### src/design/pps_pkg.sv
// ----------------------------------------------------------------------------
// pps_pkg: shared definitions for the priority scheduler
// Widths of the channel fields, codes, FSM states and the command and status
// groups between controller and datapath.
// ----------------------------------------------------------------------------
package pps_pkg;

  // Defaults for the top-level parameters
  localparam int MAX_PROCS_DEF = 16;
  localparam int TIME_BITS_DEF = 16;
  localparam int PRIO_BITS_DEF = 8;

  // Fixed field widths of the channels and the register port
  localparam int SLOT_W  = 4;
  localparam int TIME_W  = 16;
  localparam int PRIO_W  = 8;
  localparam int COUNT_W = 5;
  localparam int ADDR_W  = 3;
  localparam int DATA_W  = 32;

  // Register select, taken from paddr[2]
  localparam logic REG_ENTRY_COUNT   = 1'b0;
  localparam logic REG_PRIORITY_MODE = 1'b1;

  // Priority modes
  localparam logic MODE_LOW_WINS  = 1'b0;
  localparam logic MODE_HIGH_WINS = 1'b1;

  typedef enum logic {
    CMD_LOAD = 1'b0,
    CMD_TICK = 1'b1
  } cmd_t;

  typedef enum logic [1:0] {
    ST_IDLE,
    ST_SCAN,
    ST_CALC,
    ST_EMIT
  } state_t;

  typedef struct packed {
    cmd_t              cmd;
    logic [SLOT_W-1:0] slot;
    logic [TIME_W-1:0] arrival;
    logic [TIME_W-1:0] burst;
    logic [PRIO_W-1:0] prio;
  } in_item_t;

  typedef struct packed {
    logic              idle;
    logic [SLOT_W-1:0] run_slot;
    logic              finished;
    logic [TIME_W-1:0] completion_time;
    logic [TIME_W-1:0] turnaround;
    logic [TIME_W-1:0] waiting;
    logic              all_done;
  } out_item_t;

  typedef struct packed {
    logic load;        // write the addressed table entry
    logic scan_start;  // clear scan index and best candidate
    logic scan_rd;     // read the entry at the scan index, advance it
    logic calc;        // retire one work unit, advance time
    logic emit;        // load the output register
  } ctrl_cmd_t;

  typedef struct packed {
    logic scan_end;    // scan index reached the slot count
    logic out_free;    // output register can take a result
  } ctrl_sts_t;

endpackage

### src/design/pps_if.sv
// ----------------------------------------------------------------------------
// pps_if: valid/ready channels of the priority scheduler
// One interface for the input items and one for the result items.
// ----------------------------------------------------------------------------
interface pps_in_if;
  logic                         valid;
  logic                         ready;
  pps_pkg::cmd_t                cmd;
  logic [pps_pkg::SLOT_W-1:0]   slot;
  logic [pps_pkg::TIME_W-1:0]   arrival;
  logic [pps_pkg::TIME_W-1:0]   burst;
  logic [pps_pkg::PRIO_W-1:0]   prio;

  modport source (output valid, output cmd, output slot, output arrival,
                  output burst, output prio, input ready);
  modport sink   (input valid, input cmd, input slot, input arrival,
                  input burst, input prio, output ready);
endinterface

interface pps_out_if;
  logic                         valid;
  logic                         ready;
  logic                         idle;
  logic [pps_pkg::SLOT_W-1:0]   run_slot;
  logic                         finished;
  logic [pps_pkg::TIME_W-1:0]   completion_time;
  logic [pps_pkg::TIME_W-1:0]   turnaround;
  logic [pps_pkg::TIME_W-1:0]   waiting;
  logic                         all_done;

  modport source (output valid, output idle, output run_slot, output finished,
                  output completion_time, output turnaround, output waiting,
                  output all_done, input ready);
  modport sink   (input valid, input idle, input run_slot, input finished,
                  input completion_time, input turnaround, input waiting,
                  input all_done, output ready);
endinterface

### src/design/pps_ctrl.sv
// ----------------------------------------------------------------------------
// pps_ctrl: scheduler sequencer
// Takes loads without leaving idle; walks a tick through scan, update and emit.
// ----------------------------------------------------------------------------
module pps_ctrl (
  input  logic               clk,
  input  logic               rst_n,
  input  logic               in_valid,
  input  pps_pkg::cmd_t      in_cmd,
  output logic               in_ready,
  input  pps_pkg::ctrl_sts_t sts,
  output pps_pkg::ctrl_cmd_t cmd
);

  pps_pkg::state_t state_r, state_nxt;

  always_ff @(posedge clk) begin
    if (!rst_n) begin
      state_r <= pps_pkg::ST_IDLE;
    end else begin
      state_r <= state_nxt;
    end
  end

  always_comb begin
    state_nxt = state_r;
    in_ready  = 1'b0;
    cmd       = '0;
    case (state_r)
      pps_pkg::ST_IDLE: begin
        in_ready = 1'b1;
        if (in_valid) begin
          if (in_cmd == pps_pkg::CMD_LOAD) begin
            cmd.load = 1'b1;
          end else begin
            cmd.scan_start = 1'b1;
            state_nxt      = pps_pkg::ST_SCAN;
          end
        end
      end
      pps_pkg::ST_SCAN: begin
        // last read is compared in the cycle that sees scan_end
        if (sts.scan_end) begin
          state_nxt = pps_pkg::ST_CALC;
        end else begin
          cmd.scan_rd = 1'b1;
        end
      end
      pps_pkg::ST_CALC: begin
        cmd.calc  = 1'b1;
        state_nxt = pps_pkg::ST_EMIT;
      end
      pps_pkg::ST_EMIT: begin
        if (sts.out_free) begin
          cmd.emit  = 1'b1;
          state_nxt = pps_pkg::ST_IDLE;
        end
      end
      default: begin
        state_nxt = pps_pkg::ST_IDLE;
      end
    endcase
  end

endmodule

### src/design/pps_dp.sv
// ----------------------------------------------------------------------------
// pps_dp: scheduler datapath
// Process tables, scan comparator, time counter and the result register.
// ----------------------------------------------------------------------------
module pps_dp #(
  parameter int MAX_PROCS = pps_pkg::MAX_PROCS_DEF,
  parameter int TIME_BITS = pps_pkg::TIME_BITS_DEF,
  parameter int PRIO_BITS = pps_pkg::PRIO_BITS_DEF
) (
  input  logic                        clk,
  input  logic                        rst_n,
  input  pps_pkg::ctrl_cmd_t          cmd,
  output pps_pkg::ctrl_sts_t          sts,
  input  pps_pkg::in_item_t           in_item,
  input  logic [pps_pkg::COUNT_W-1:0] entry_count,
  input  logic                        priority_mode,
  output logic                        out_valid,
  input  logic                        out_ready,
  output pps_pkg::out_item_t          out_item
);

  localparam int IDX_W  = (MAX_PROCS > 1) ? $clog2(MAX_PROCS) : 1;
  localparam int CNT_W  = $clog2(MAX_PROCS + 1);
  localparam int OUT_TW = pps_pkg::TIME_W;
  localparam int OUT_SW = pps_pkg::SLOT_W;
  localparam logic [TIME_BITS-1:0] TIME_MAX = '1;

  // Tables
  logic [TIME_BITS-1:0] arr_mem [MAX_PROCS];
  logic [TIME_BITS-1:0] bst_mem [MAX_PROCS];
  logic [TIME_BITS-1:0] rem_mem [MAX_PROCS];
  logic [PRIO_BITS-1:0] pri_mem [MAX_PROCS];
  logic [MAX_PROCS-1:0] rem_vld_r;

  // Scan read stage
  logic [CNT_W-1:0]     idx_r;
  logic                 pv_r;
  logic [IDX_W-1:0]     rd_idx_r;
  logic [TIME_BITS-1:0] rd_arr_r, rd_bst_r, rd_rem_r;
  logic [PRIO_BITS-1:0] rd_pri_r;
  logic                 rd_rvld_r;

  // Best candidate
  logic                 best_found_r;
  logic [IDX_W-1:0]     best_idx_r;
  logic [TIME_BITS-1:0] best_arr_r, best_bst_r, best_rem_r;
  logic [PRIO_BITS-1:0] best_pri_r;
  logic [1:0]           nz_cnt_r;

  // Update stage
  logic [TIME_BITS-1:0] time_r;
  logic [TIME_BITS-1:0] comp_r, tat_r;
  logic                 fin_r, done_r;

  logic                 out_valid_r;
  pps_pkg::out_item_t   out_item_r, out_item_nxt;

  logic                 slot_ok, ld_we;
  logic [IDX_W-1:0]     ld_idx, rd_addr;
  logic [CNT_W-1:0]     n_use;
  logic [TIME_BITS-1:0] rem_eff, rem_dec, time_inc, tat_calc, wt_calc;
  logic                 cand_ready, better, take, fin_calc, done_calc;

  assign slot_ok = int'(in_item.slot) < MAX_PROCS;
  assign ld_we   = cmd.load && slot_ok;
  assign ld_idx  = IDX_W'(in_item.slot);
  assign rd_addr = idx_r[IDX_W-1:0];

  always_comb begin
    if (int'(entry_count) > MAX_PROCS) begin
      n_use = CNT_W'(MAX_PROCS);
    end else begin
      n_use = CNT_W'(entry_count);
    end
  end

  assign sts.scan_end = (idx_r == n_use);
  assign sts.out_free = !out_valid_r || out_ready;

  // Compare the entry read last cycle against the best so far
  assign rem_eff    = rd_rvld_r ? rd_rem_r : '0;
  assign cand_ready = (rd_arr_r <= time_r) && (rem_eff != '0);

  always_comb begin
    if (!best_found_r) begin
      better = 1'b1;
    end else if (priority_mode == pps_pkg::MODE_LOW_WINS) begin
      better = (rd_pri_r < best_pri_r) ||
               ((rd_pri_r == best_pri_r) && (rd_arr_r < best_arr_r));
    end else begin
      better = rd_pri_r > best_pri_r;
    end
  end

  assign take = pv_r && cand_ready && better;

  // Retire one unit of the chosen entry
  assign rem_dec   = best_rem_r - 1'b1;
  assign time_inc  = (time_r == TIME_MAX) ? time_r : time_r + 1'b1;
  assign fin_calc  = best_found_r && (rem_dec == '0);
  assign tat_calc  = (time_inc >= best_arr_r) ? time_inc - best_arr_r : '0;
  assign done_calc = (nz_cnt_r == 2'd0) || ((nz_cnt_r == 2'd1) && fin_calc);
  assign wt_calc   = (tat_r >= best_bst_r) ? tat_r - best_bst_r : '0;

  always_comb begin
    out_item_nxt                 = '0;
    out_item_nxt.idle            = !best_found_r;
    out_item_nxt.run_slot        = best_found_r ? OUT_SW'(best_idx_r) : '0;
    out_item_nxt.finished        = fin_r;
    out_item_nxt.completion_time = fin_r ? OUT_TW'(comp_r) : '0;
    out_item_nxt.turnaround      = fin_r ? OUT_TW'(tat_r) : '0;
    out_item_nxt.waiting         = fin_r ? OUT_TW'(wt_calc) : '0;
    out_item_nxt.all_done        = done_r;
  end

  // Table storage and registered reads
  always_ff @(posedge clk) begin
    if (ld_we) begin
      arr_mem[ld_idx] <= TIME_BITS'(in_item.arrival);
      bst_mem[ld_idx] <= TIME_BITS'(in_item.burst);
      pri_mem[ld_idx] <= PRIO_BITS'(in_item.prio);
      rem_mem[ld_idx] <= TIME_BITS'(in_item.burst);
    end else if (cmd.calc && best_found_r) begin
      rem_mem[best_idx_r] <= rem_dec;
    end
    if (cmd.scan_rd) begin
      rd_arr_r  <= arr_mem[rd_addr];
      rd_bst_r  <= bst_mem[rd_addr];
      rd_rem_r  <= rem_mem[rd_addr];
      rd_pri_r  <= pri_mem[rd_addr];
      rd_rvld_r <= rem_vld_r[rd_addr];
      rd_idx_r  <= rd_addr;
    end
  end

  // Payload registers
  always_ff @(posedge clk) begin
    if (take) begin
      best_idx_r <= rd_idx_r;
      best_arr_r <= rd_arr_r;
      best_bst_r <= rd_bst_r;
      best_rem_r <= rem_eff;
      best_pri_r <= rd_pri_r;
    end
    if (cmd.calc) begin
      comp_r <= time_inc;
      tat_r  <= tat_calc;
      fin_r  <= fin_calc;
      done_r <= done_calc;
    end
    if (cmd.emit) begin
      out_item_r <= out_item_nxt;
    end
  end

  // Control registers
  always_ff @(posedge clk) begin
    if (!rst_n) begin
      rem_vld_r    <= '0;
      idx_r        <= '0;
      pv_r         <= 1'b0;
      best_found_r <= 1'b0;
      nz_cnt_r     <= 2'd0;
      time_r       <= '0;
      out_valid_r  <= 1'b0;
    end else begin
      pv_r <= cmd.scan_rd;
      if (ld_we) begin
        rem_vld_r[ld_idx] <= 1'b1;
      end
      if (cmd.scan_start) begin
        idx_r        <= '0;
        best_found_r <= 1'b0;
        nz_cnt_r     <= 2'd0;
      end else begin
        if (cmd.scan_rd) begin
          idx_r <= idx_r + 1'b1;
        end
        if (take) begin
          best_found_r <= 1'b1;
        end
        // count busy slots, saturating at two
        if (pv_r && (rem_eff != '0) && (nz_cnt_r != 2'd2)) begin
          nz_cnt_r <= nz_cnt_r + 2'd1;
        end
      end
      if (cmd.calc) begin
        time_r <= time_inc;
      end
      if (cmd.emit) begin
        out_valid_r <= 1'b1;
      end else if (out_ready) begin
        out_valid_r <= 1'b0;
      end
    end
  end

  assign out_valid = out_valid_r;
  assign out_item  = out_item_r;

endmodule

### src/design/preemptive_priority_scheduler.sv
// ----------------------------------------------------------------------------
// preemptive_priority_scheduler: one-unit-per-tick priority scheduler
// Process table with an APB register port and valid/ready item channels.
// ----------------------------------------------------------------------------
// A load item (cmd 0) writes one process slot and gives no result; slots at
// or above MAX_PROCS are dropped. A tick item (cmd 1) is accepted, then the
// scan walks the first n slots, where n is entry_count clamped to MAX_PROCS,
// through the single scan comparator fed by the registered table read,
// finishes the last compare, retires the work unit and advances time, and
// loads the result register once it is free. A result waits in that register
// while the next item is already accepted. Registers: entry_count at byte 0x0,
// priority_mode at 0x4; write them only while no tick is in flight.
// ----------------------------------------------------------------------------
module preemptive_priority_scheduler #(
  parameter int MAX_PROCS = pps_pkg::MAX_PROCS_DEF,
  parameter int TIME_BITS = pps_pkg::TIME_BITS_DEF,
  parameter int PRIO_BITS = pps_pkg::PRIO_BITS_DEF
) (
  input  logic                       clk,
  input  logic                       rst_n,
  pps_in_if.sink                     in_ch,
  pps_out_if.source                  out_ch,
  input  logic                       psel,
  input  logic                       penable,
  input  logic                       pwrite,
  input  logic [pps_pkg::ADDR_W-1:0] paddr,
  input  logic [pps_pkg::DATA_W-1:0] pwdata,
  output logic [pps_pkg::DATA_W-1:0] prdata,
  output logic                       pready
);

  localparam int CW = pps_pkg::COUNT_W;
  localparam int DW = pps_pkg::DATA_W;

  // Configuration registers
  logic [CW-1:0] cfg_entry_count_r;
  logic          cfg_priority_mode_r;
  logic          cfg_wr;

  pps_pkg::ctrl_cmd_t ctrl_cmd;
  pps_pkg::ctrl_sts_t ctrl_sts;
  pps_pkg::in_item_t  in_item;
  pps_pkg::out_item_t out_item;

  // Zero-wait-state port: a write lands on the access phase
  assign pready = 1'b1;
  assign cfg_wr = psel && penable && pwrite;

  always_ff @(posedge clk) begin
    if (!rst_n) begin
      cfg_entry_count_r   <= '0;
      cfg_priority_mode_r <= 1'b0;
    end else if (cfg_wr) begin
      case (paddr[2])
        pps_pkg::REG_ENTRY_COUNT:   cfg_entry_count_r   <= pwdata[CW-1:0];
        pps_pkg::REG_PRIORITY_MODE: cfg_priority_mode_r <= pwdata[0];
        default: begin
        end
      endcase
    end
  end

  always_comb begin
    case (paddr[2])
      pps_pkg::REG_ENTRY_COUNT:   prdata = DW'(cfg_entry_count_r);
      pps_pkg::REG_PRIORITY_MODE: prdata = DW'(cfg_priority_mode_r);
      default:                    prdata = '0;
    endcase
  end

  // Gather the input transfer payload
  assign in_item.cmd     = in_ch.cmd;
  assign in_item.slot    = in_ch.slot;
  assign in_item.arrival = in_ch.arrival;
  assign in_item.burst   = in_ch.burst;
  assign in_item.prio    = in_ch.prio;

  pps_ctrl u_ctrl (
    .clk      (clk),
    .rst_n    (rst_n),
    .in_valid (in_ch.valid),
    .in_cmd   (in_ch.cmd),
    .in_ready (in_ch.ready),
    .sts      (ctrl_sts),
    .cmd      (ctrl_cmd)
  );

  pps_dp #(
    .MAX_PROCS (MAX_PROCS),
    .TIME_BITS (TIME_BITS),
    .PRIO_BITS (PRIO_BITS)
  ) u_dp (
    .clk           (clk),
    .rst_n         (rst_n),
    .cmd           (ctrl_cmd),
    .sts           (ctrl_sts),
    .in_item       (in_item),
    .entry_count   (cfg_entry_count_r),
    .priority_mode (cfg_priority_mode_r),
    .out_valid     (out_ch.valid),
    .out_ready     (out_ch.ready),
    .out_item      (out_item)
  );

  // Drive the result transfer payload
  assign out_ch.idle            = out_item.idle;
  assign out_ch.run_slot        = out_item.run_slot;
  assign out_ch.finished        = out_item.finished;
  assign out_ch.completion_time = out_item.completion_time;
  assign out_ch.turnaround      = out_item.turnaround;
  assign out_ch.waiting         = out_item.waiting;
  assign out_ch.all_done        = out_item.all_done;

endmodule

### src/flat_wrapper.sv
// flat-port wrapper written by rule: the top's interface ports become plain ports
module preemptive_priority_scheduler_flat 
#(
  parameter int MAX_PROCS = pps_pkg::MAX_PROCS_DEF,
  parameter int TIME_BITS = pps_pkg::TIME_BITS_DEF,
  parameter int PRIO_BITS = pps_pkg::PRIO_BITS_DEF
)
  (clk, rst_n, psel, penable, pwrite, paddr, pwdata, prdata, pready, in_ch_valid, in_ch_cmd, in_ch_slot, in_ch_arrival, in_ch_burst, in_ch_prio, in_ch_ready, out_ch_valid, out_ch_idle, out_ch_run_slot, out_ch_finished, out_ch_completion_time, out_ch_turnaround, out_ch_waiting, out_ch_all_done, out_ch_ready);
  pps_in_if in_ch_i ();
  pps_out_if out_ch_i ();
  input  logic clk;
  input  logic rst_n;
  input  logic psel;
  input  logic penable;
  input  logic pwrite;
  input  logic [pps_pkg::ADDR_W-1:0] paddr;
  input  logic [pps_pkg::DATA_W-1:0] pwdata;
  output logic [pps_pkg::DATA_W-1:0] prdata;
  output logic pready;
  input wire logic [$bits(in_ch_i.valid)-1:0] in_ch_valid;
  input wire logic [$bits(in_ch_i.cmd)-1:0] in_ch_cmd;
  input wire logic [$bits(in_ch_i.slot)-1:0] in_ch_slot;
  input wire logic [$bits(in_ch_i.arrival)-1:0] in_ch_arrival;
  input wire logic [$bits(in_ch_i.burst)-1:0] in_ch_burst;
  input wire logic [$bits(in_ch_i.prio)-1:0] in_ch_prio;
  output wire logic [$bits(in_ch_i.ready)-1:0] in_ch_ready;
  output wire logic [$bits(out_ch_i.valid)-1:0] out_ch_valid;
  output wire logic [$bits(out_ch_i.idle)-1:0] out_ch_idle;
  output wire logic [$bits(out_ch_i.run_slot)-1:0] out_ch_run_slot;
  output wire logic [$bits(out_ch_i.finished)-1:0] out_ch_finished;
  output wire logic [$bits(out_ch_i.completion_time)-1:0] out_ch_completion_time;
  output wire logic [$bits(out_ch_i.turnaround)-1:0] out_ch_turnaround;
  output wire logic [$bits(out_ch_i.waiting)-1:0] out_ch_waiting;
  output wire logic [$bits(out_ch_i.all_done)-1:0] out_ch_all_done;
  input wire logic [$bits(out_ch_i.ready)-1:0] out_ch_ready;
  assign in_ch_i.valid = in_ch_valid;
  assign in_ch_i.cmd = in_ch_cmd;
  assign in_ch_i.slot = in_ch_slot;
  assign in_ch_i.arrival = in_ch_arrival;
  assign in_ch_i.burst = in_ch_burst;
  assign in_ch_i.prio = in_ch_prio;
  assign in_ch_ready = in_ch_i.ready;
  assign out_ch_valid = out_ch_i.valid;
  assign out_ch_idle = out_ch_i.idle;
  assign out_ch_run_slot = out_ch_i.run_slot;
  assign out_ch_finished = out_ch_i.finished;
  assign out_ch_completion_time = out_ch_i.completion_time;
  assign out_ch_turnaround = out_ch_i.turnaround;
  assign out_ch_waiting = out_ch_i.waiting;
  assign out_ch_all_done = out_ch_i.all_done;
  assign out_ch_i.ready = out_ch_ready;
  preemptive_priority_scheduler #(.MAX_PROCS(MAX_PROCS), .TIME_BITS(TIME_BITS), .PRIO_BITS(PRIO_BITS)) u_core (.clk(clk), .rst_n(rst_n), .in_ch(in_ch_i), .out_ch(out_ch_i), .psel(psel), .penable(penable), .pwrite(pwrite), .paddr(paddr), .pwdata(pwdata), .prdata(prdata), .pready(pready));
endmodule
### config.mk
export PLATFORM = sky130hd
export DESIGN_NAME = preemptive_priority_scheduler_flat
export DESIGN_NICKNAME = d
export VERILOG_FILES = /design/src/design/pps_pkg.sv /design/src/design/pps_if.sv /design/src/design/pps_ctrl.sv /design/src/design/pps_dp.sv /design/src/design/preemptive_priority_scheduler.sv /design/src/flat_wrapper.sv
export SDC_FILE = /design/constraint.sdc
export NUM_CORES = 1
export LEC_CHECK = 0
export BUFFER_PORTS_ARGS = -buffer_cell sky130_fd_sc_hd__clkbuf_2
export CAP_MARGIN = 10
export CORE_MARGIN = 1.5
export CORE_UTILIZATION = 64
export DETAILED_ROUTE_END_ITERATION = 6
export HOLD_SLACK_MARGIN = 0.1
export PLACE_DENSITY = 0.84
export SYNTH_ARGS = -nofsm -noshare
export SYNTH_HDL_FRONTEND = slang
export SYNTH_SLANG_ARGS = --single-unit
### constraint.sdc
create_clock -name clk -period 10.01 [get_ports clk]
set_clock_uncertainty 0.1 [all_clocks]
set_input_delay 0.5005 -clock clk [delete_from_list [all_inputs] [get_ports clk]]
set_output_delay 0.5005 -clock clk [all_outputs]
set_load 0.005 [all_outputs]
# Word level (Yosys, flattened, before mapping)
# Memory sizes are Yosys's and may differ from the RTL's. A register that Yosys moved wholly into a read port is not among the register bits.
# Index checks and enable logic that the tools add are counted.
[totals]
reg_bits = 204
n_memories = 4
mem_bits_rw = 896
input_bits = 87
elab_cells = 126
output_inout_bits = 90
latchBits = 0
romBits = 0
[classes]
mux = 35
n_reduce_logical = 28
shifts = 0
n_div = 0
n_addsub = 6
n_mul = 0
n_eq_ne = 12
bitwise = 3
n_lt_le_gt_ge = 10
[mem_list]
columns = ["memory", "depth", "word_bits", "rd", "rd_ports_with_merged_regs", "write_ports", "line", "rtl"]
rows = [
  ["u_core.u_dp.arr_mem", 16, 16, 1, 1, 1, "pps_dp.sv:29", "logic [TIME_BITS-1:0] arr_mem [MAX_PROCS];"],
  ["u_core.u_dp.bst_mem", 16, 16, 1, 1, 1, "pps_dp.sv:30", "logic [TIME_BITS-1:0] bst_mem [MAX_PROCS];"],
  ["u_core.u_dp.rem_mem", 16, 16, 1, 1, 1, "pps_dp.sv:31", "logic [TIME_BITS-1:0] rem_mem [MAX_PROCS];"],
  ["u_core.u_dp.pri_mem", 16, 8, 1, 1, 1, "pps_dp.sv:32", "logic [PRIO_BITS-1:0] pri_mem [MAX_PROCS];"],
]
[ops]
columns = ["operator", "n"]
rows = [
  ["$pmux 32 s2", 1],
  ["$mux 16", 3],
  ["$ge 16x16->1", 2],
  ["$sub 16x16->16", 2],
  ["$mux 1", 20],
  ["$add 16x1->16 const B", 1],
  ["$eq 16x16->1 const B", 1],
  ["$le 16x16->1", 1],
  ["$logic_not 16->1", 1],
  ["$lt 16x16->1", 1],
  ["$or 16x16->16", 1],
  ["$reduce_bool 16->1", 1],
  ["$reduce_or 16->1", 1],
  ["$sub 16x1->16 const B", 1],
  ["$logic_and 1x1->1", 12],
  ["$mux 2", 6],
  ["$lt 4x5->1 const B", 2],
  ["$eq 8x8->1", 1],
  ["$gt 8x8->1", 1],
  ["$lt 8x8->1", 1],
  ["$pmux 2 s4", 1],
  ["$ne 2x2->1 const B", 3],
  ["$reduce_and 2->1", 3],
  ["$add 5x1->5 const B", 1],
  ["18 further kinds", 26],
]

# Longest topological paths before layout
# Gate-level depths: netlist (run 1).
[logic_depth]
ltp_word = 8
ltp_mapped = 16
ltp_nobuf = 14

# By module
# From an unflattened synthesis (run 1), not the netlist that was laid out.
[unflattened]
cells_unflattened = 2410
hier_area_um2 = 46757.3
[by_module_without_submodules]
columns = ["module", "n_inst", "area_each_um2", "cells_per_inst"]
rows = [
  ["pps_dp", 1, 46046.7, 2327],
  ["preemptive_priority_scheduler", 1, 516.7, 62],
  ["pps_ctrl", 1, 193.9, 21],
]

# Worst setup path before layout (run 1)
# OpenSTA, ideal clock, no wires.
[synth_path]
path_kind = "register to register"
start = "register u_core.u_dp.time_r[13]"
end = "register u_core.u_dp.best_arr_r[0], enable pin"
setup_ps = 514
stages_incl_launch_ff = 10
required_ps = 9396
arrival_ps = 4814
period_less_slack_ps = 5428
setup_slack_ps = 4582
path_cell_list = "dfxtp_1 -> clkbuf_1 -> inv_1 -> ha_1 -> nand4_1 -> nor3_1 -> nand2_1 -> or3_1 -> a21o_1 -> a31oi_1"
[synth_between]
elab_chain_cells = 4
[synth_rtl]
columns = ["element", "line", "rtl"]
rows = [
  ["from (decl)", "pps_dp.sv:51", "logic [TIME_BITS-1:0] time_r;"],
  ["from (signal assigned)", "pps_dp.sv:188", "time_r <= time_inc;"],
  ["$le 16x16->1", "pps_dp.sv:82", "assign cand_ready = (rd_arr_r <= time_r) && (rem_eff != '0);"],
  ["$logic_and 1x1->1", "pps_dp.sv:82", ""],
  ["$logic_and 1x1->1 (2 in a row)", "pps_dp.sv:95", "assign take = pv_r && cand_ready && better;"],
  ["named net u_core.u_dp.take", "pps_dp.sv:62", "logic cand_ready, better, take, fin_calc, done_calc;"],
  ["to (signal assigned)", "pps_dp.sv:140", "best_arr_r <= rd_arr_r;"],
  ["to (decl)", "pps_dp.sv:46", "logic [TIME_BITS-1:0] best_arr_r, best_bst_r, best_rem_r;"],
]
# The timed path passes the listed nets, and every way through them passes these cells.
# A chain may end at the register's enable or synchronous reset.

# Worst setup path after layout (run 1)
[layout_path]
start = "register u_core.u_ctrl.state_r[0]"
end = "memory u_core.u_dp.rem_mem[12][11] in the netlist's numbering, enable pin"
[layout_between]
elab_chain_cells = 8
word_cells_on_any_way = 13
classes_between = "1 x eq/ne; 9 x mux; 3 x reduce/logical"
[layout_rtl]
columns = ["element", "line", "rtl"]
rows = [
  ["from (decl)", "pps_ctrl.sv:15", "pps_pkg::state_t state_r, state_nxt;"],
  ["from (signal assigned)", "pps_ctrl.sv:19", "state_r <= pps_pkg::ST_IDLE;"],
  ["from (signal assigned)", "pps_ctrl.sv:21", "state_r <= state_nxt;"],
  ["$eq 2x2->1", "pps_ctrl.sv:29", "case (state_r)"],
  ["$mux 1", "pps_ctrl.sv:29", ""],
  ["$logic_and 1x1->1", "pps_dp.sv:123", "end else if (cmd.calc && best_found_r) begin"],
  ["$mux 1", "pps_dp.sv:123", ""],
  ["$mux 1", "pps_dp.sv:118", "if (ld_we) begin"],
  ["$mux 1 (implied by the code)", "pps_dp.sv:124", "rem_mem[best_idx_r] <= rem_dec;"],
  ["$reduce_or 16->1 (no line)", "--", ""],
  ["$mux 4 (no line) / $mux 1 (equally long branches)", "--", ""],
  ["to (decl)", "pps_dp.sv:31", ""],
]
# Several ways; a longest one is shown, not always the timed one.

==> qor.yml, run 1 <==
outcome:
  outcome: "completed"
yosys:
  yosysTopAreaCell: "edfxtp_1"
  ys.flop_type: "edfxtp_1"
  async_reset_ff_share_pct: 0
  netlist_top_cells_area: "edfxtp_1, mux4_2, ha_1"
  yosysSeqAreaShare_pct: 73.5
  synth-edff-count: 1106
  synth-seq-cells: 1156
  syn_area_um2: 46500
  yosys_warnings: 0
  syn_inst: 2442
  synth_cell_type_count: 75
  syn-mean-instance-area_um2: 19.1
  synth_top_area_share_pct: 71.4
placement:
  port_buffers: 119
  hpwlAfterDp_um: 60600
  routabilityCongestion: 0.906
power_and_ir_drop:
  power.share.sequential_pct: 54.1
  p_int_mw: 7.97
  combPwrFrac_pct: 6.3
  peakVddDrop_uv: 211
  swShare_pct: 22.0
  power.leakage_nw: 16.7
  switchingPower_mw: 2.25
  power_density_nw_per_um2: 197
  pwr-share-clk_pct: 39.6
routing:
  vias: 25145
  wl_per_cell_um: 31.2
  drt_iter0_markers: 3369
  dr.pass1.iters: 6
  routed_wl_um: 115000
  postRouteAntennaNets: 0
  drc: 0
  post_drt_via_cell_ratio: 6.84
global_routing:
  grt-ovfl-total: 0
  grt_pass1_wl_um: 168000
  grt_max_degree: 122
  grt_util_all_layers_pct: 31.3
  antenna_found_initial: 6
  grt_pass1_vias: 25650
setup_path:
  path_class: "reg2reg"
  worstReg2RegStart: "u_core.u_ctrl.state_r[0]$_SDFFE_PN0P_"
  r2r_end: "u_core.u_dp.rem_mem[12][11]$_DFFE_PP_"
  ff2ff_path_depth: 9
  endpoint_kind: "register"
  critPathLaunchType: "register"
  crit_fanout: 41
  crit_required_ns: 10.25
  cp_data_arrival_time_ns: 4.82
  regToRegSetupSlack_ns: 5.43
min_path:
  min_to: "u_core.u_dp.arr_mem[12][0]$_DFFE_PP_"
  hold_depth: 1
  holdCritStartpoint: "in_ch_arrival[0]"
  worstHoldPathType: "in2reg"
floorplanning:
  initial_core_util_pct: 64.9
  die_y_um: 273
  coreArea_um2: 71700
  num_rows: 98
  dieArea_um2: 74400
  die_w_um: 273
  io_pins: 177
run:
  cap_violations: 0
timing:
  timing.final.crit_share_pct: 45.7
  rsz0062_at_grt: "false"
  report.final.slew_viol_count: 0
  period_needed_ns: 4.58
  max_clock_freq_mhz: 219
  setup_viol: 0
  slew_headroom_pct: 14.7
  hold_violations: 0
  holdWs_ns: 0.123
  fin_tns_setup_ns: 0
  worstMarginPinSlew_ns: 1.28
clocking:
  cts.sink_count: 1156
  post-cts-setup-buffer-count: 0
  insertion_delay_ns: 0.68
  cts_tree: "built"
  root_buffer: "clkbuf_16"
  cts_buffer_depth: 3
  cts_made_buffers: 107
  clkSlewWorstSetupHoldPaths_ns: 0.07
  h-tree-depth: 3
finish:
  drive_gt1_share_pct: 23.2
  fill_cells: 3879
  area_growth_pct: 11.5
  multiInputGateArea_um2: 11700
  regArea_um2: 34200
  nets: 2800
[logic make-up (layout without fill, tap and decap cells)]
group | Yosys count | after routing | share of synthesized area [%]
flip-flops | 1156 | 1156 | 73.5
AND/OR/NAND/NOR | 419 | 419 | 4.44
multiplexers | 310 | 310 | 13.7
AO/OA/AOI/OAI | 215 | 215 | 3.01
buffers and inverters | 197 | 449 | 1.90
adder cells (fa/ha/maj) | 84 | 84 | 2.29
XOR/XNOR | 59 | 59 | 1.11
other | 2 | 32 | 0.0161
[synthesized netlist by cell type, types with 3 or more instances]
| cell | count |
|---|---|
| o21a_1 | 13 |
| a21boi_0 | 3 |
| nor3b_1 | 7 |
| o31ai_1 | 6 |
| o21ai_1 | 4 |
| a31oi_1 | 18 |
| mux4_2 | 263 |
| buf_1 | 16 |
| buf_2 | 21 |
| mux2i_1 | 44 |
| nand3_1 | 27 |
| mux2_2 | 3 |
| nor2_1 | 153 |
| o211ai_1 | 4 |
| o21ai_0 | 46 |
| a21oi_1 | 50 |
| a211oi_1 | 11 |
| a21o_1 | 15 |
| nor3_1 | 25 |
| inv_1 | 72 |
| nand2b_1 | 11 |
| o21bai_1 | 4 |
| xnor2_1 | 42 |
| ha_1 | 82 |
| nand4_1 | 17 |
| and3_1 | 3 |
| nor4_1 | 7 |
| or3_1 | 6 |
| o31a_1 | 5 |
| dfxtp_1 | 50 |
| xor2_1 | 17 |
| edfxtp_1 | 1106 |
| nand2_1 | 75 |
| nor2b_1 | 15 |
| and2_1 | 56 |
| buf_4 | 31 |
| clkbuf_1 | 56 |
| o22ai_1 | 11 |
[flip-flops by register name, indices dropped and copies added, names as in the netlist, 55 cells and up]
signal,flops
u_core.u_dp.arr_mem,256
u_core.u_dp.bst_mem,256
u_core.u_dp.out_item,55
u_core.u_dp.pri_mem,128
u_core.u_dp.rem_mem,256
[power by group through the flow]
stage / logic [mW] / registers [mW] / clock network (mW)
6_report: 0.644 / 5.53 / 4.04
3_3_place_gp: 0.598 / 5.61 / 0
3_5_place_dp: 0.626 / 5.63 / 0
5_1_grt: 0.695 / 5.54 / 4.24
2_1_floorplan: 0.437 / 5.59 / 0
4_1_cts: 0.641 / 5.53 / 4.06
[critical path: stages (launching register included)]
cell and delay, ns:
dfxtp_1 0.34, inv_1 0.10, ha_1 0.27, nand2_1 0.18
nor2_1 0.48, or2_2 0.79, mux2i_1 0.40, nand2_1 0.19
nor2_1 1.00, buf_4 0.38
[per-layer routing]
metal  wire [um]  track usage, %  share of wire (%)
met1       40800            41.9                 36
met2       56600            51.0                 49
met3       12400            6.00                 11
met4        4830            13.7                4.2
met5          24               0              0.021
[layout make-up]
| type | count | area share [%] |
|---|---|---|
| sequential | 1156 | 66.0 |
| multi-input combinational | 1115 | 22.5 |
| clock buffer | 133 | 5.37 |
| tap | 950 | 2.29 |
| timing repair buffer | 176 | 2.03 |
| clock inverter | 67 | 1.27 |
| inverter | 73 | 0.528 |
| antenna | 4 | 0.0193 |
[worst max path at each step]
stage	from	end	slack, ns	cells past startpoint
floorplan	u_core.u_dp.time_r[13]$_SDFFE_PN0P_	u_core.u_dp.best_arr_r[0]$_DFFE_PP_	4.58	9
global placement	u_core.u_dp.idx_r[0]$_SDFFE_PP0N_	u_core.u_dp.rd_arr_r[2]$_DFFE_PN_	5.84	4
detailed placement	u_core.u_dp.time_r[4]$_SDFFE_PN0P_	u_core.u_dp.tat_r[13]$_SDFFCE_PN0P_	5.67	12
CTS	u_core.u_ctrl.state_r[0]$_SDFFE_PN0P_	u_core.u_dp.rem_mem[15][11]$_DFFE_PP_	5.57	9
global route	u_core.u_ctrl.state_r[1]$_SDFFE_PN0P_	u_core.u_dp.rem_mem[12][15]$_DFFE_PP_	5.24	9
finish	u_core.u_ctrl.state_r[0]$_SDFFE_PN0P_	u_core.u_dp.rem_mem[12][11]$_DFFE_PP_	5.43	9
[cell usage in the layout, fill, tap and decap left out, types with 27 or more instances in the layout]
cell and count:
xnor2_1 42, buf_4 50, clkbuf_2 119, conb_1 28, mux4_2 263, nor2_1 140
ha_1 81, mux2i_1 44, a21oi_1 50, and2_1 56, nand3_1 27, clkbuf_16 107
dfxtp_1 46, o21ai_0 40, edfxtp_1 1106, nand2_1 75, inv_1 72
[through the flow]
stage / setup WS [ns] / power (mW) / cell area [um2] / util (%) / cells
after floorplan: 4.58 / 6.03 / 46600 / - / 2468
after global placement: 5.84 / 6.21 / 48400 / 67.4 / 3464
after detailed placement: 5.67 / 6.25 / 48400 / 67.4 / 3464
final: 5.43 / 10.2 / 51900 / 72.3 / 3674
after CTS: 5.57 / 10.2 / 51900 / 72.3 / 3670
after global routing: 5.24 / 10.5 / 51900 / 72.3 / 3673
[what timing repair did]
action | 4_1_cts | 5_1_grt
hold buffers | 6 | 0
endpoints found under the hold margin | 6 | 0
gates resized for setup | 0 | 0
Power figures use the tool's default switching activity.
==> run 2: changes to the inputs <==
--- a/config.mk
+++ b/config.mk
@@ -8,10 +8,10 @@
 export BUFFER_PORTS_ARGS = -buffer_cell sky130_fd_sc_hd__clkbuf_2
 export CAP_MARGIN = 10
 export CORE_MARGIN = 1.5
-export CORE_UTILIZATION = 64
+export CORE_UTILIZATION = 56
 export DETAILED_ROUTE_END_ITERATION = 6
 export HOLD_SLACK_MARGIN = 0.1
-export PLACE_DENSITY = 0.84
+export PLACE_DENSITY = 0.78
 export SYNTH_ARGS = -nofsm -noshare
 export SYNTH_HDL_FRONTEND = slang
 export SYNTH_SLANG_ARGS = --single-unit
==> constraint.sdc (replaced) <==
create_clock -name clk -period 4.14 [get_ports clk]
set_clock_uncertainty 0.1 [all_clocks]
set_input_delay 0.207 -clock clk [delete_from_list [all_inputs] [get_ports clk]]
set_output_delay 0.207 -clock clk [all_outputs]
set_load 0.005 [all_outputs]
==> run 2 against run 1 <==
Effect of this change:
- maximum frequency up 18%
- die area up 14%
- combinational power rose to 2.5 times the previous value
- first-iteration DRC count down 22%
- non-clock buffer count up 75
- via count down 1.8%
- routed wire length down 6.1%
- global-route usage down 5.6 points
- total power up 140%
- cell area up 2.2%
- largest cell class unchanged
- highest routed layer unchanged
==> qor.yml, run 2 (synthesized netlist as in run 1, its figures left out) <==
outcome:
  outcome: "completed"
setup_path:
  crit_cells: 12  # +3
  crit_slowest_cell: "fa_1"
  ff2ff_path_depth: 12  # +3
  path_class: "reg2reg"
  cp_data_arrival_time_ns: 4.28  # -0.54 ns
  endpoint_kind: "register"
  regToRegSetupSlack_ns: 0.27  # -5.16 ns
  critPathLaunchType: "register"
  worstReg2RegStart: "u_core.u_dp.time_r[5]$_SDFFE_PN0P_"
  crit_required_ns: 4.56  # -5.69 ns
  slowest_delay_ns: 0.43  # -0.57 ns
  crit_fanout: 8  # -80%
  cp_common_cell: "and4_1"
  startpoint: "u_core.u_dp.time_r[5]$_SDFFE_PN0P_"
  crit_family: "simple AND/OR/NAND/NOR gates"
  critPathCapture: "u_core.u_dp.tat_r[9]$_SDFFCE_PN0P_"
  crit_chain: "and4_1 > and4_1 > nand3_1 > xnor2_1 > ha_1 > fa_1 > nand2b_1 > a211oi_1 > o311ai_0 > a31o_2 > buf_4 > nor3_1"
  path_buf_inv: 1  # -1
  r2r_end: "u_core.u_dp.tat_r[9]$_SDFFCE_PN0P_"
global_routing:
  grt_max_degree: 133  # +9.0%
  met3_usage_pct: 4.12  # -1.9 points
  grt_busiest_layer: "met2"
  antenna_found_initial: 8  # +2
  use_met1_pct: 34.5  # -7.3 points
  grt-ovfl-total: 0  # unchanged
  grt_pass1_vias: 25077  # -2.2%
  met2_usage_pct: 43.0  # -8.0 points
  grt_pass1_wl_um: 160000  # -4.4%
  grt_util_all_layers_pct: 25.7  # -5.6 points
timing:
  max_clock_freq_mhz: 259  # +18%
  fin_tns_setup_ns: 0  # unchanged
  period_needed_ns: 3.87  # -0.710 ns
  rsz0062_at_grt: "false"
  slew_headroom_pct: 30.8  # +16 points
  report.final.slew_viol_count: 0  # unchanged
  holdWs_ns: 0.258  # +0.134 ns
  worstMarginPinSlew_ns: 1.04  # -0.240 ns
  setup_viol: 0  # unchanged
  setup_slack_ns: 0.274  # -5.16 ns
  timing.final.crit_share_pct: 93.4  # +48 points
  hold_violations: 0  # unchanged
floorplanning:
  num_rows: 105  # +7.1%
  die_w_um: 291  # +6.8%
  io_pins: 177  # unchanged
  dieArea_um2: 84900  # +14%
  die_y_um: 291  # +6.8%
  coreArea_um2: 82200  # +15%
  initial_core_util_pct: 56.6  # -8.3 points
clocking:
  cts_tree: "built"
  cts_made_buffers: 108  # +0.93%
  insertion_delay_ns: 0.69  # about the same
  cts.sink_count: 1156  # unchanged
  cts_buffer_depth: 3  # unchanged
  h-tree-depth: 3  # unchanged
  clkSlewWorstSetupHoldPaths_ns: 0.06  # about the same
  root_buffer: "clkbuf_16"
routing:
  drc: 0  # unchanged
  routed_wl_um: 108000  # -6.1%
  dr.pass1.iters: 7  # +1
  postRouteAntennaNets: 0  # unchanged
  vias: 24685  # -1.8%
  post_drt_via_cell_ratio: 6.38  # -6.8%
  drt_iter0_markers: 2618  # -22%
  wl_per_cell_um: 27.8  # -11%
power_and_ir_drop:
  p_int_mw: 19.5  # +140%
  power.leakage_nw: 17.1  # +2.5%
  power_density_nw_per_um2: 470  # +140%
  peakVddDrop_uv: 350  # +66%
  switchingPower_mw: 5.41  # +140%
  power.share.sequential_pct: 53.6  # -0.5 points
  combPwrFrac_pct: 6.5  # +0.2 points
  swShare_pct: 21.7  # -0.28 points
  pwr-share-clk_pct: 39.9  # +0.3 points
  total_power_mw: 24.9  # +140%
finish:
  fill_cells: 5241  # +35%
  design_area_um2: 53000  # +2.2%
  mostFrequentLayoutCells: "edfxtp_1, mux4_2, nor2_1"
  postLayoutCoreUtil_pct: 64.5  # -7.9 points
  fin_cells: 3871  # +5.4%
  area_growth_pct: 13.9
  largestRegisters: "u_core.u_dp.arr_mem x256, u_core.u_dp.bst_mem x256, u_core.u_dp.rem_mem x256"
  layout_commonest_cell: "edfxtp_1"
  nets: 2876  # +2.7%
  drive_gt1_share_pct: 23.5  # +0.26 points
placement:
  placed_area_um2: 48800  # +0.93%
  placedCellCount: 3602  # +4.0%
  port_buffers: 119  # unchanged
  post-place-ws_ns: 0.195  # -5.48 ns
  routabilityCongestion: 0.894  # -1.4%
  hpwlAfterDp_um: 59400  # -1.9%
run:
  cap_violations: 0  # unchanged
min_path:
  worstHoldPathType: "in2reg"
[run 2: cell type report]
cell class | count | area, um2 | share of cell area, %
multi-input cells | 1115 | 11700 | 22.1
inverters | 73 | 274 | 0.517
clock buffers | 125 | 2790 | 5.26
flip-flops and latches | 1156 | 34200 | 64.6
well taps | 1070 | 1340 | 2.53
repair buffers | 251 | 1880 | 3.54
clock inverters | 76 | 787 | 1.48
diodes | 5 | 12.5 | 0.0236
[run 2: worst min-delay path by stage]
| stage | slack (ns) | end | from | depth (start not counted) |
|---|---|---|---|---|
| final | 0.26 | u_core.cfg_priority_mode_r$_SDFFE_PN0P_ | pwdata[0] | 4 |
| after global routing | 0.26 | u_core.cfg_priority_mode_r$_SDFFE_PN0P_ | pwdata[0] | 4 |
| after CTS | 0.21 | u_core.cfg_priority_mode_r$_SDFFE_PN0P_ | pwdata[0] | 4 |
| after detailed placement | 0.31 | u_core.u_dp.best_bst_r[0]$_DFFE_PP_ | u_core.u_dp.rd_bst_r[0]$_DFFE_PN_ | 0 |
| after global placement | 0.30 | u_core.u_dp.best_idx_r[3]$_DFFE_PP_ | u_core.u_dp.rd_idx_r[3]$_DFFE_PN_ | 0 |
| after floorplan | 0.21 | u_core.u_dp.arr_mem[0][0]$_DFFE_PP_ | in_ch_arrival[0] | 0 |
[run 2: timing repair]
item                                   4_1_cts  5_1_grt
hold buffers                                58        0
setup buffers                                0        3
endpoints found under the hold margin      672        0
resized for setup                            0        0
setup endpoints to repair                    0        1
[run 2: per-layer routing]
metal / vias to the layer above / part of all wire (%)
met5: - / 0.032
met1: 12725 / 38
met3: 236 / 8.6
met2: 1431 / 50
met4: 4 / 3.0
li1: 10289 / -
[run 2: power groups by stage]
| stage | registers, mW | logic [mW] | clock network [mW] |
|---|---|---|---|
| after floorplan | 13.5 | 1.06 | 0 |
| after global placement | 13.6 | 1.49 | 0 |
| after detailed placement | 13.6 | 1.54 | 0 |
| after CTS | 13.4 | 1.62 | 10.0 |
| after global routing | 13.4 | 1.77 | 10.5 |
| final | 13.4 | 1.62 | 9.94 |
[run 2: tightest hold or removal path: stages]
cell and delay [ns]:
dlygate4sd3_1 0.53, clkbuf_2 0.12, mux2i_1 0.07, nor2_1 0.07
